<file path="src/rtl/mtcc_pkg.sv">
`default_nettype none

package mtcc_pkg;

	// One particle of a vertex, as it arrives on the request channel.
	typedef struct packed {
		logic signed [31:0] particle_code;
		logic signed [31:0] vertex_x;
		logic signed [31:0] vertex_y;
		logic signed [31:0] vertex_z;
		logic signed [31:0] momentum_x;
		logic signed [31:0] momentum_y;
		logic signed [31:0] momentum_z;
		logic [31:0]        total_energy;
		logic [31:0]        rest_mass;
		logic               last_of_vertex;
	} in_item_t;

	// Verdict for one vertex.
	typedef struct packed {
		logic        partially_contained;
		logic [15:0] particle_count;
	} out_item_t;

	// Configuration register indexes.
	typedef enum logic [0:0] {
		CFG_LOSS_RATE = 1'b0,
		CFG_RADIUS    = 1'b1
	} cfg_index_t;

	localparam logic [31:0]        LOSS_RATE_RESET = 32'd13107200;
	localparam logic [30:0]        RADIUS_RESET    = 31'd17700000;
	localparam logic signed [31:0] MUON_CODE       = 32'sd13;
	localparam logic [31:0]        KEV_TO_UM       = 32'd1000;
	localparam logic [15:0]        COUNT_MAX       = 16'hFFFF;
	localparam int                 SQRT_STEPS      = 32;
	localparam int                 DIV_STEPS       = 64;
	localparam int                 UNIT_SHIFT      = 30;
	localparam int                 LEN_BITS        = 34;
	localparam int                 LEN_SPLIT       = 17;
	localparam logic [1:0]         LAST_AXIS       = 2'd2;

	// Operand pair for the shared multiplier.
	typedef enum logic [2:0] {
		MS_PMAG,
		MS_EMAG,
		MS_RAD,
		MS_KIN,
		MS_LEN_LO,
		MS_LEN_HI
	} mul_sel_t;

	typedef enum logic [1:0] {
		ACC_HOLD,
		ACC_CLR,
		ACC_ADD,
		ACC_ADD_HI
	} acc_op_t;

	typedef enum logic [0:0] {
		DS_LEN,
		DS_UNIT
	} div_src_t;

	typedef enum logic [4:0] {
		ST_IDLE,
		ST_DISPATCH,
		ST_SQ_MUL,
		ST_SQ_ACC,
		ST_SQ_CHK,
		ST_SQRT,
		ST_KIN_MUL,
		ST_LEN_INIT,
		ST_DIV,
		ST_LEN_CHK,
		ST_UNIT_INIT,
		ST_UNIT_LD,
		ST_D_LO,
		ST_D_HI,
		ST_D_ADD,
		ST_D_END,
		ST_SS_MUL,
		ST_SS_ACC,
		ST_RR_MUL,
		ST_RR_CHK,
		ST_FIN
	} state_t;

	// Commands from the controller to the datapath.
	typedef struct packed {
		logic     capture;
		mul_sel_t mul_sel;
		acc_op_t  acc_op;
		logic     sqrt_init;
		logic     sqrt_step;
		logic     div_init;
		div_src_t div_src;
		logic     div_step;
		logic     len_load;
		logic     unit_load;
		logic     end_load;
		logic     flag_set;
		logic     emit;
		logic [1:0] axis;
	} dp_cmd_t;

	// Status from the datapath to the controller.
	typedef struct packed {
		logic is_muon;
		logic last;
		logic sq_zero;
		logic len_over;
		logic end_out;
		logic sum_over;
		logic out_free;
	} dp_sts_t;

endpackage

`default_nettype wire

</file>
<file path="src/rtl/mtcc_ctrl.sv">
`default_nettype none

module mtcc_ctrl (
	input  logic              clk,
	input  logic              arst_n,
	input  logic              in_valid,
	output logic              in_stall,
	input  mtcc_pkg::dp_sts_t sts,
	output mtcc_pkg::dp_cmd_t cmd
);
	import mtcc_pkg::*;

	state_t     state_q, state_d;
	logic [1:0] idx_q, idx_d;
	logic [5:0] cnt_q, cnt_d;
	logic       div_unit_q, div_unit_d;

	// State and loop counters.
	always_ff @(posedge clk or negedge arst_n) begin
		if (!arst_n) begin
			state_q    <= ST_IDLE;
			idx_q      <= '0;
			cnt_q      <= '0;
			div_unit_q <= 1'b0;
		end else begin
			state_q    <= state_d;
			idx_q      <= idx_d;
			cnt_q      <= cnt_d;
			div_unit_q <= div_unit_d;
		end
	end

	// Next state and datapath commands.
	always_comb begin
		state_d     = state_q;
		idx_d       = idx_q;
		cnt_d       = cnt_q;
		div_unit_d  = div_unit_q;
		in_stall    = 1'b1;
		cmd         = '0;
		cmd.mul_sel = MS_PMAG;
		cmd.acc_op  = ACC_HOLD;
		cmd.div_src = DS_LEN;
		cmd.axis    = idx_q;
		case (state_q)
			ST_IDLE: begin
				in_stall = 1'b0;
				if (in_valid) begin
					cmd.capture = 1'b1;
					cmd.acc_op  = ACC_CLR;
					state_d     = ST_DISPATCH;
				end
			end
			ST_DISPATCH: begin
				idx_d   = '0;
				state_d = sts.is_muon ? ST_SQ_MUL : ST_FIN;
			end
			ST_SQ_MUL: begin
				cmd.mul_sel = MS_PMAG;
				state_d     = ST_SQ_ACC;
			end
			ST_SQ_ACC: begin
				cmd.acc_op = ACC_ADD;
				if (idx_q == LAST_AXIS) begin
					idx_d   = '0;
					state_d = ST_SQ_CHK;
				end else begin
					idx_d   = idx_q + 2'd1;
					state_d = ST_SQ_MUL;
				end
			end
			ST_SQ_CHK: begin
				if (sts.sq_zero) begin
					state_d = ST_FIN;
				end else begin
					cmd.sqrt_init = 1'b1;
					cnt_d         = '0;
					state_d       = ST_SQRT;
				end
			end
			ST_SQRT: begin
				cmd.sqrt_step = 1'b1;
				cnt_d         = cnt_q + 6'd1;
				if (cnt_q == 6'(SQRT_STEPS - 1)) begin
					state_d = ST_KIN_MUL;
				end
			end
			ST_KIN_MUL: begin
				cmd.mul_sel = MS_KIN;
				state_d     = ST_LEN_INIT;
			end
			ST_LEN_INIT: begin
				cmd.div_init = 1'b1;
				cmd.div_src  = DS_LEN;
				div_unit_d   = 1'b0;
				cnt_d        = '0;
				state_d      = ST_DIV;
			end
			ST_DIV: begin
				cmd.div_step = 1'b1;
				cnt_d        = cnt_q + 6'd1;
				if (cnt_q == 6'(DIV_STEPS - 1)) begin
					state_d = div_unit_q ? ST_UNIT_LD : ST_LEN_CHK;
				end
			end
			ST_LEN_CHK: begin
				if (sts.len_over) begin
					cmd.flag_set = 1'b1;
					state_d      = ST_FIN;
				end else begin
					cmd.len_load = 1'b1;
					idx_d        = '0;
					state_d      = ST_UNIT_INIT;
				end
			end
			ST_UNIT_INIT: begin
				cmd.div_init = 1'b1;
				cmd.div_src  = DS_UNIT;
				div_unit_d   = 1'b1;
				cnt_d        = '0;
				state_d      = ST_DIV;
			end
			ST_UNIT_LD: begin
				cmd.unit_load = 1'b1;
				state_d       = ST_D_LO;
			end
			ST_D_LO: begin
				cmd.mul_sel = MS_LEN_LO;
				cmd.acc_op  = ACC_CLR;
				state_d     = ST_D_HI;
			end
			ST_D_HI: begin
				cmd.mul_sel = MS_LEN_HI;
				cmd.acc_op  = ACC_ADD;
				state_d     = ST_D_ADD;
			end
			ST_D_ADD: begin
				cmd.acc_op = ACC_ADD_HI;
				state_d    = ST_D_END;
			end
			ST_D_END: begin
				if (sts.end_out) begin
					cmd.flag_set = 1'b1;
					state_d      = ST_FIN;
				end else begin
					cmd.end_load = 1'b1;
					if (idx_q == LAST_AXIS) begin
						idx_d   = '0;
						state_d = ST_SS_MUL;
					end else begin
						idx_d   = idx_q + 2'd1;
						state_d = ST_UNIT_INIT;
					end
				end
			end
			ST_SS_MUL: begin
				cmd.mul_sel = MS_EMAG;
				if (idx_q == 2'd0) begin
					cmd.acc_op = ACC_CLR;
				end
				state_d = ST_SS_ACC;
			end
			ST_SS_ACC: begin
				cmd.acc_op = ACC_ADD;
				if (idx_q == LAST_AXIS) begin
					state_d = ST_RR_MUL;
				end else begin
					idx_d   = idx_q + 2'd1;
					state_d = ST_SS_MUL;
				end
			end
			ST_RR_MUL: begin
				cmd.mul_sel = MS_RAD;
				state_d     = ST_RR_CHK;
			end
			ST_RR_CHK: begin
				cmd.flag_set = sts.sum_over;
				state_d      = ST_FIN;
			end
			ST_FIN: begin
				if (!sts.last) begin
					state_d = ST_IDLE;
				end else if (sts.out_free) begin
					cmd.emit = 1'b1;
					state_d  = ST_IDLE;
				end
			end
			default: begin
				state_d = ST_IDLE;
			end
		endcase
	end

endmodule

`default_nettype wire

</file>
<file path="src/rtl/mtcc_dp.sv">
`default_nettype none

module mtcc_dp (
	input  logic                 clk,
	input  logic                 arst_n,
	input  mtcc_pkg::in_item_t   in_data,
	output logic                 out_valid,
	input  logic                 out_stall,
	output mtcc_pkg::out_item_t  out_data,
	input  logic                 cfg_we,
	input  mtcc_pkg::cfg_index_t cfg_index,
	input  logic [31:0]          cfg_data,
	input  mtcc_pkg::dp_cmd_t    cmd,
	output mtcc_pkg::dp_sts_t    sts
);
	import mtcc_pkg::*;

	in_item_t    item_q;
	logic [31:0] rate_q;
	logic [30:0] rad_q;
	logic        flag_q;
	logic [15:0] count_q;
	logic [63:0] prod_q;
	logic [64:0] acc_q;
	logic [63:0] sq_n_q, sq_res_q, sq_bit_q;
	logic [63:0] num_q;
	logic [31:0] rem_q, div_q;
	logic [LEN_BITS-1:0] len_q;
	logic [30:0] unit_q;
	logic [31:0] em_q [3];
	out_item_t   out_q;
	logic        out_valid_q;

	logic signed [31:0] mom_sel, vtx_sel;
	logic [31:0] pm_sel, kin, mul_a, mul_b;
	logic [63:0] mul_p, sq_try;
	logic [32:0] rem_try;
	logic        div_ge;
	logic [LEN_BITS-1:0] disp;
	logic signed [35:0] end_pos;
	logic [35:0] end_mag;

	// Axis selection of the captured particle.
	always_comb begin
		case (cmd.axis)
			2'd0: begin
				mom_sel = item_q.momentum_x;
				vtx_sel = item_q.vertex_x;
			end
			2'd1: begin
				mom_sel = item_q.momentum_y;
				vtx_sel = item_q.vertex_y;
			end
			default: begin
				mom_sel = item_q.momentum_z;
				vtx_sel = item_q.vertex_z;
			end
		endcase
	end

	assign pm_sel = mom_sel[31] ? 32'(-mom_sel) : 32'(mom_sel);
	assign kin    = (item_q.total_energy > item_q.rest_mass) ?
		(item_q.total_energy - item_q.rest_mass) : 32'd0;

	// Shared multiplier operands.
	always_comb begin
		case (cmd.mul_sel)
			MS_PMAG: begin
				mul_a = pm_sel;
				mul_b = pm_sel;
			end
			MS_EMAG: begin
				mul_a = em_q[cmd.axis];
				mul_b = em_q[cmd.axis];
			end
			MS_RAD: begin
				mul_a = {1'b0, rad_q};
				mul_b = {1'b0, rad_q};
			end
			MS_KIN: begin
				mul_a = kin;
				mul_b = KEV_TO_UM;
			end
			MS_LEN_LO: begin
				mul_a = {1'b0, unit_q};
				mul_b = 32'(len_q[LEN_SPLIT-1:0]);
			end
			MS_LEN_HI: begin
				mul_a = {1'b0, unit_q};
				mul_b = 32'(len_q[LEN_BITS-1:LEN_SPLIT]);
			end
			default: begin
				mul_a = '0;
				mul_b = '0;
			end
		endcase
	end

	assign mul_p = 64'(mul_a) * 64'(mul_b);

	// Product register and accumulator.
	always_ff @(posedge clk) begin
		prod_q <= mul_p;
		case (cmd.acc_op)
			ACC_CLR:    acc_q <= '0;
			ACC_ADD:    acc_q <= acc_q + 65'(prod_q);
			ACC_ADD_HI: acc_q <= acc_q + (65'(prod_q) << LEN_SPLIT);
			default:    acc_q <= acc_q;
		endcase
	end

	// Integer square root, one result bit per step.
	assign sq_try = sq_res_q + sq_bit_q;

	always_ff @(posedge clk) begin
		if (cmd.sqrt_init) begin
			sq_n_q   <= acc_q[63:0];
			sq_res_q <= '0;
			sq_bit_q <= 64'd1 << 62;
		end else if (cmd.sqrt_step) begin
			if (sq_n_q >= sq_try) begin
				sq_n_q   <= sq_n_q - sq_try;
				sq_res_q <= (sq_res_q >> 1) + sq_bit_q;
			end else begin
				sq_res_q <= sq_res_q >> 1;
			end
			sq_bit_q <= sq_bit_q >> 2;
		end
	end

	// Restoring divider, one quotient bit per step; quotient shifts into num_q.
	assign rem_try = {rem_q, num_q[63]};
	assign div_ge  = rem_try >= {1'b0, div_q};

	always_ff @(posedge clk) begin
		if (cmd.div_init) begin
			rem_q <= '0;
			if (cmd.div_src == DS_LEN) begin
				num_q <= {6'd0, prod_q[41:0], 16'd0};
				div_q <= (rate_q == 32'd0) ? 32'd1 : rate_q;
			end else begin
				num_q <= {2'd0, pm_sel, 30'd0};
				div_q <= sq_res_q[31:0];
			end
		end else if (cmd.div_step) begin
			rem_q <= div_ge ? 32'(rem_try - {1'b0, div_q}) : rem_try[31:0];
			num_q <= {num_q[62:0], div_ge};
		end
		if (cmd.len_load) begin
			len_q <= num_q[LEN_BITS-1:0];
		end
		if (cmd.unit_load) begin
			unit_q <= num_q[30:0];
		end
	end

	// Track end on the current axis.
	assign disp    = acc_q[UNIT_SHIFT +: LEN_BITS];
	assign end_pos = 36'(vtx_sel) + (mom_sel[31] ? -$signed(36'(disp)) : $signed(36'(disp)));
	assign end_mag = end_pos[35] ? 36'(-end_pos) : 36'(end_pos);

	always_ff @(posedge clk) begin
		if (cmd.end_load) begin
			em_q[cmd.axis] <= end_mag[31:0];
		end
	end

	// Captured particle.
	always_ff @(posedge clk) begin
		if (cmd.capture) begin
			item_q <= in_data;
		end
	end

	// Configuration, vertex state and output register.
	always_ff @(posedge clk or negedge arst_n) begin
		if (!arst_n) begin
			rate_q      <= LOSS_RATE_RESET;
			rad_q       <= RADIUS_RESET;
			flag_q      <= 1'b0;
			count_q     <= '0;
			out_valid_q <= 1'b0;
		end else begin
			if (cfg_we) begin
				case (cfg_index)
					CFG_LOSS_RATE: rate_q <= cfg_data;
					CFG_RADIUS:    rad_q  <= cfg_data[30:0];
					default:       rate_q <= rate_q;
				endcase
			end
			if (cmd.capture && count_q != COUNT_MAX) begin
				count_q <= count_q + 16'd1;
			end
			if (cmd.flag_set) begin
				flag_q <= 1'b1;
			end
			if (cmd.emit) begin
				flag_q      <= 1'b0;
				count_q     <= '0;
				out_valid_q <= 1'b1;
			end else if (out_valid_q && !out_stall) begin
				out_valid_q <= 1'b0;
			end
		end
	end

	always_ff @(posedge clk) begin
		if (cmd.emit) begin
			out_q.partially_contained <= flag_q;
			out_q.particle_count      <= count_q;
		end
	end

	assign out_valid = out_valid_q;
	assign out_data  = out_q;

	// Status to the controller.
	assign sts.is_muon  = (item_q.particle_code == MUON_CODE) ||
		(item_q.particle_code == -MUON_CODE);
	assign sts.last     = item_q.last_of_vertex;
	assign sts.sq_zero  = (acc_q == '0);
	assign sts.len_over = |num_q[63:LEN_BITS];
	assign sts.end_out  = end_mag > 36'(rad_q);
	assign sts.sum_over = acc_q[63:0] > prod_q;
	assign sts.out_free = !out_valid_q || !out_stall;

`ifndef SYNTH
	a_out_from_emit: assert property (@(posedge clk) disable iff (!arst_n)
		$rose(out_valid_q) |-> $past(cmd.emit))
		else $error("result appeared without an emit command");
	a_vertex_cleared: assert property (@(posedge clk) disable iff (!arst_n)
		cmd.emit |=> (count_q == '0 && !flag_q))
		else $error("vertex state not cleared after emit");
	a_divisor_nonzero: assert property (@(posedge clk) disable iff (!arst_n)
		cmd.div_step |-> (div_q != '0))
		else $error("divider stepping with a zero divisor");
`endif

endmodule

`default_nettype wire

</file>
<file path="src/rtl/muon_track_containment_check_unit.sv">
`default_nettype none

// Muon track containment check. Particles of one vertex arrive one request
// at a time; the request marked last_of_vertex produces one result with the
// containment flag and the saturating particle count. A particle that is not
// a muon skips the track work. For a muon, one 32-step square root runs on
// the root unit and four 64-step divisions (track length, then one per
// axis) run on a single shared restoring divider, with one shared 32x32
// multiplier for all products; an early escape ends the work sooner. The
// result sits in an output register, so a new request is taken while a
// result still waits. Configuration writes are always ready.
module muon_track_containment_check_unit (
	input  logic                 clk,
	input  logic                 arst_n,
	input  logic                 in_valid,
	output logic                 in_stall,
	input  mtcc_pkg::in_item_t   in_data,
	output logic                 out_valid,
	input  logic                 out_stall,
	output mtcc_pkg::out_item_t  out_data,
	input  logic                 cfg_valid,
	output logic                 cfg_ready,
	input  mtcc_pkg::cfg_index_t cfg_index,
	input  logic [31:0]          cfg_data
);
	import mtcc_pkg::*;

	dp_cmd_t cmd;
	dp_sts_t sts;

	assign cfg_ready = 1'b1;

	mtcc_ctrl u_ctrl (
		.clk      (clk),
		.arst_n   (arst_n),
		.in_valid (in_valid),
		.in_stall (in_stall),
		.sts      (sts),
		.cmd      (cmd)
	);

	mtcc_dp u_dp (
		.clk       (clk),
		.arst_n    (arst_n),
		.in_data   (in_data),
		.out_valid (out_valid),
		.out_stall (out_stall),
		.out_data  (out_data),
		.cfg_we    (cfg_valid & cfg_ready),
		.cfg_index (cfg_index),
		.cfg_data  (cfg_data),
		.cmd       (cmd),
		.sts       (sts)
	);

endmodule

`default_nettype wire
</file>
<file path="config.mk">
export PLATFORM = sky130hd
export DESIGN_NAME = muon_track_containment_check_unit
export DESIGN_NICKNAME = d
export VERILOG_FILES = /design/src/rtl/mtcc_pkg.sv /design/src/rtl/mtcc_ctrl.sv /design/src/rtl/mtcc_dp.sv /design/src/rtl/muon_track_containment_check_unit.sv
export SDC_FILE = /design/constraint.sdc
export NUM_CORES = 2
export LEC_CHECK = 0
export BUFFER_PORTS_ARGS = -buffer_cell sky130_fd_sc_hd__buf_2
export CAP_MARGIN = 20
export CORE_AREA = 2 2 406 408
export CTS_CLUSTER_DIAMETER = 60
export CTS_CLUSTER_SIZE = 40
export DETAILED_ROUTE_END_ITERATION = 10
export DIE_AREA = 0 0 408 410
export PLACE_DENSITY_LB_ADDON = 0.3
export REMOVE_ABC_BUFFERS = 1
export SLEW_MARGIN = 20
export SYNTH_ARGS = -nofsm -noshare
export SYNTH_HDL_FRONTEND = slang
export SYNTH_HIERARCHICAL = 1
export SYNTH_SLANG_ARGS = --single-unit
export TNS_END_PERCENT = 5
</file>
<file path="constraint.sdc">
create_clock -name clk -period 10.79 [get_ports clk]
set_input_delay 1.079 -clock clk [delete_from_list [all_inputs] [get_ports clk]]
set_output_delay 1.079 -clock clk [all_outputs]
set_load 0.01 [all_outputs]
</file>
==> results.md <==
- Rel. slew slack: 23.3%
- DIE AREA: 167000 um^2
- Detailed-route wire length: 316000 um
- Status: complete, no violations
- Critical R2R Capture: u_dp/prod_q[58]$_DFF_P_
- Worst-Skew Late Latency: 740 ps
- Reg clk slew, reported paths: 80 ps
- Cells after Synth: 9887
- DRT antenna net count: 0
- DRC viols: 0
- Vias: 77700
- Max Fanout on Critical Path: 14
- GRT Util Overall: 37.4%
- Yosys warning count: 6
- Final nets: 12500
- I/O pin count: 347
- Least-Margin Pin Slew: 1150 ps
- Max Cap Viol: 0
- Layout cell share with drive strength beyond 1: 14.8%
- Post-DP HPWL: 254000 um
- Min-Delay Path Class: input port to asynchronous set/reset pin
- Post-layout util: 65.1%
- TritonCTS clock tree: built
- WL/cell: 24.7 um
- H-tree depth: 3
- Seq. cell area: 27000 um^2
- Flop-to-flop setup slack: 180 ps
- Area Overhead vs Synth: 13.6%
- Number of port buffers: 345
- Critical Path AT: 11250 ps
- F_max: 0.0943 GHz
- Cell taking the most area after synthesis: edfxtp_1
- Synth cell types: 128
- TNS Setup: 0 ps
- Gp weighted congestion: 1.06
- Core area: 163000 um^2
- Final Hold Fails: 0
- First-pass GRT wire length: 472000 um
- Most instantiated library cell after synthesis: inv_1
- DIE HEIGHT: 410 um
- Async S/R FF share, synth: 9.70%
- Largest net degree at the start of global routing: 187
- Rows: 149
- Footprint of the multi-input gates: 60800 um^2
- Worst setup SP type: flop
- Fin crit share: 98.3%
- Top cells by count, synth: inv_1 (1325), nor2_1 (1085), nand2_1 (904), fa_1 (902), ha_1 (709)
- Routed vias/inst: 6.07
- Hold Buf Count CTS: 0
- Synth Flop Type: edfxtp_1
- Crit path kind: flop to flop
- Slew Viols, Final: 0
- Initial antenna violation count: 21
- Worst Path Required: 11430 ps
- Synth area leaders: edfxtp_1 (22%), fa_1 (19%), ha_1 (9.5%), inv_1 (5.3%), nor2_1 (4.3%)
- Clk sinks: 979
- Mapped Area: 93700 um^2
- Syn Area/Cell: 9.48 um^2
- Detailed-router iteration count before antenna repair: 6
- Critical Path Max Stage Delay: 650 ps
- Critical Path Slowest Stage Cell: fa_1
- Grt ovf: 0
- Yosys reg bits: 979
- Initial DRC count: 8394
- Filler cells: 13200
- Clock tree buffer depth: 3
- Final setup vio count: 0
- Worst r2r src: u_ctrl/idx_q[1]$_DFFE_PN0P_
- Post-layout min period: 10610 ps
- CTS Buf Count: 87
- WHS: 451 ps
- Setup Skew: 48.2 ps
- Number of global-route vias before repair: 77700
- Top cell type's share of synthesized area: 22.2%
- Root buffer cell: clkbuf_16
- Register area share after synthesis: 28.8%
- RSZ-0062 raised after global routing: true
- Worst R2R Path Depth: 42
- Initial Utilization: 57.3%
- CP endpoint kind: flop
- Number of synthesized flops with an enable pin: 692
- Die width: 408 um
[critical path: cells and delay by family (launching register included)]
kind	cells	cell delay (ps)
buffers and inverters	13	1840
AND/OR/NAND/NOR	3	220
AO/OA/AOI/OAI	15	3160
XOR/XNOR	2	280
flip-flops	1	580
adder cells (fa/ha/maj)	9	4410
[how the worst max path moves through the flow]
stage,start,slack (ps),endpoint
after floorplan,u_ctrl/state_q[3]$_DFFE_PN0P_,-4400,u_dp/prod_q[63]$_DFF_P_
after global placement,u_dp/acc_q[43]$_DFFE_PP_,-160,u_dp/em_q[1][0]$_DFFE_PP_
after detailed placement,u_ctrl/idx_q[0]$_DFFE_PN0P_,-250,u_dp/prod_q[62]$_DFF_P_
after CTS,u_dp/item_q[18]$_DFFE_PP_,-30,u_dp/prod_q[62]$_DFF_P_
after global routing,u_ctrl/idx_q[0]$_DFFE_PN0P_,-170,u_dp/prod_q[60]$_DFF_P_
final,u_ctrl/idx_q[1]$_DFFE_PN0P_,180,u_dp/prod_q[58]$_DFF_P_
[cell families (layout without fill, tap and decap cells)]
kind of cell,count (synthesis),count (layout),synth area share [%]
buf+inv,1771,2490,7.35
fa+ha+maj,1611,1611,28.7
mux,346,346,3.94
other cells,1,11,0.00400
flops,979,979,28.8
xor+xnor,490,490,4.58
compound gates,1889,1889,13.1
simple gates,2800,2800,13.4
[final cells by class]
| cell class | count | area share, % |
|---|---|---|
| antenna | 10 | 0.0235 |
| clock buffer | 93 | 2.12 |
| clock inverter | 70 | 0.968 |
| inverter | 1337 | 4.72 |
| multi-input combinational | 7137 | 57.1 |
| sequential | 979 | 25.4 |
| tap | 2189 | 2.57 |
| timing repair buffer | 990 | 7.15 |
[per-layer routing]
metal | GRT usage (%) | share of wire (%) | up-vias
li1 | - | - | 34600
met5 | 0 | 0.041 | -
met1 | 50.2 | 39 | 38100
met4 | 18.1 | 5.8 | 22
met3 | 9.33 | 11 | 901
met2 | 56.9 | 44 | 4058
[flip-flops by register name (all words and copies together) (netlist names), 2 cells and up]
name,count
u_dp/prod_q,64
u_dp/item_q,288
u_dp/num_q,64
u_dp/div_q,32
u_dp/unit_q,31
u_dp/rad_q,31
u_dp/acc_q,65
u_dp/sq_bit_q,32
u_dp/sq_res_q,64
u_dp/em_q,96
u_dp/count_q,16
u_dp/len_q,34
u_dp/rem_q,32
u_dp/rate_q,32
u_dp/out_data,17
u_dp/sq_n_q,64
u_ctrl/cnt_q,6
u_ctrl/state_q,5
u_ctrl/idx_q,2
[metrics by stage]
step                std cells  cell area [um^2]  setup slack (ps)
floorplan                9453             91900             -4400
global placement        12600            102000              -161
global route            12800            106000              -175
detailed placement      12600            102000              -252
CTS                     12700            105000             -27.6
finish                  12800            106000               183
[layout by cell type (no fill, tap or decap), types with 36 or more instances in the layout]
| master | synthesis | layout |
|---|---|---|
| a211oi_1 | 73 | 69 |
| a21o_1 | 223 | 223 |
| a21oi_1 | 486 | 468 |
| a31oi_1 | 85 | 82 |
| and2_1 | 49 | 49 |
| and3_1 | 42 | 36 |
| buf_12 | 1 | 67 |
| buf_2 | 76 | 344 |
| buf_4 | 13 | 552 |
| clkbuf_16 | 0 | 92 |
| dfrtp_1 | 84 | 82 |
| dfxtp_1 | 192 | 192 |
| edfxtp_1 | 692 | 692 |
| fa_1 | 902 | 890 |
| ha_1 | 709 | 706 |
| inv_1 | 1325 | 1321 |
| mux2_2 | 129 | 129 |
| mux2i_1 | 207 | 205 |
| nand2_1 | 904 | 902 |
| nand2b_1 | 94 | 93 |
| nand3_1 | 81 | 79 |
| nand4_1 | 105 | 105 |
| nor2_1 | 1085 | 1066 |
| nor2b_1 | 100 | 97 |
| nor3_1 | 73 | 68 |
| nor4_1 | 63 | 62 |
| o21a_1 | 50 | 50 |
| o21ai_0 | 453 | 432 |
| o21bai_1 | 87 | 86 |
| o31ai_1 | 48 | 47 |
| or3_1 | 56 | 56 |
| xnor2_1 | 315 | 305 |
| xor2_1 | 175 | 171 |
[timing repair]
item,CTS,global route
endpoints found under the setup margin,107,125
hold endpoints to repair,0,0
buffers inserted,2,49
cloned,0,1
gates resized for setup,21,174
pin swaps,4,54
Power is not shown: default switching activity piles up to over one toggle a cycle in this logic, so the estimate is an artifact.
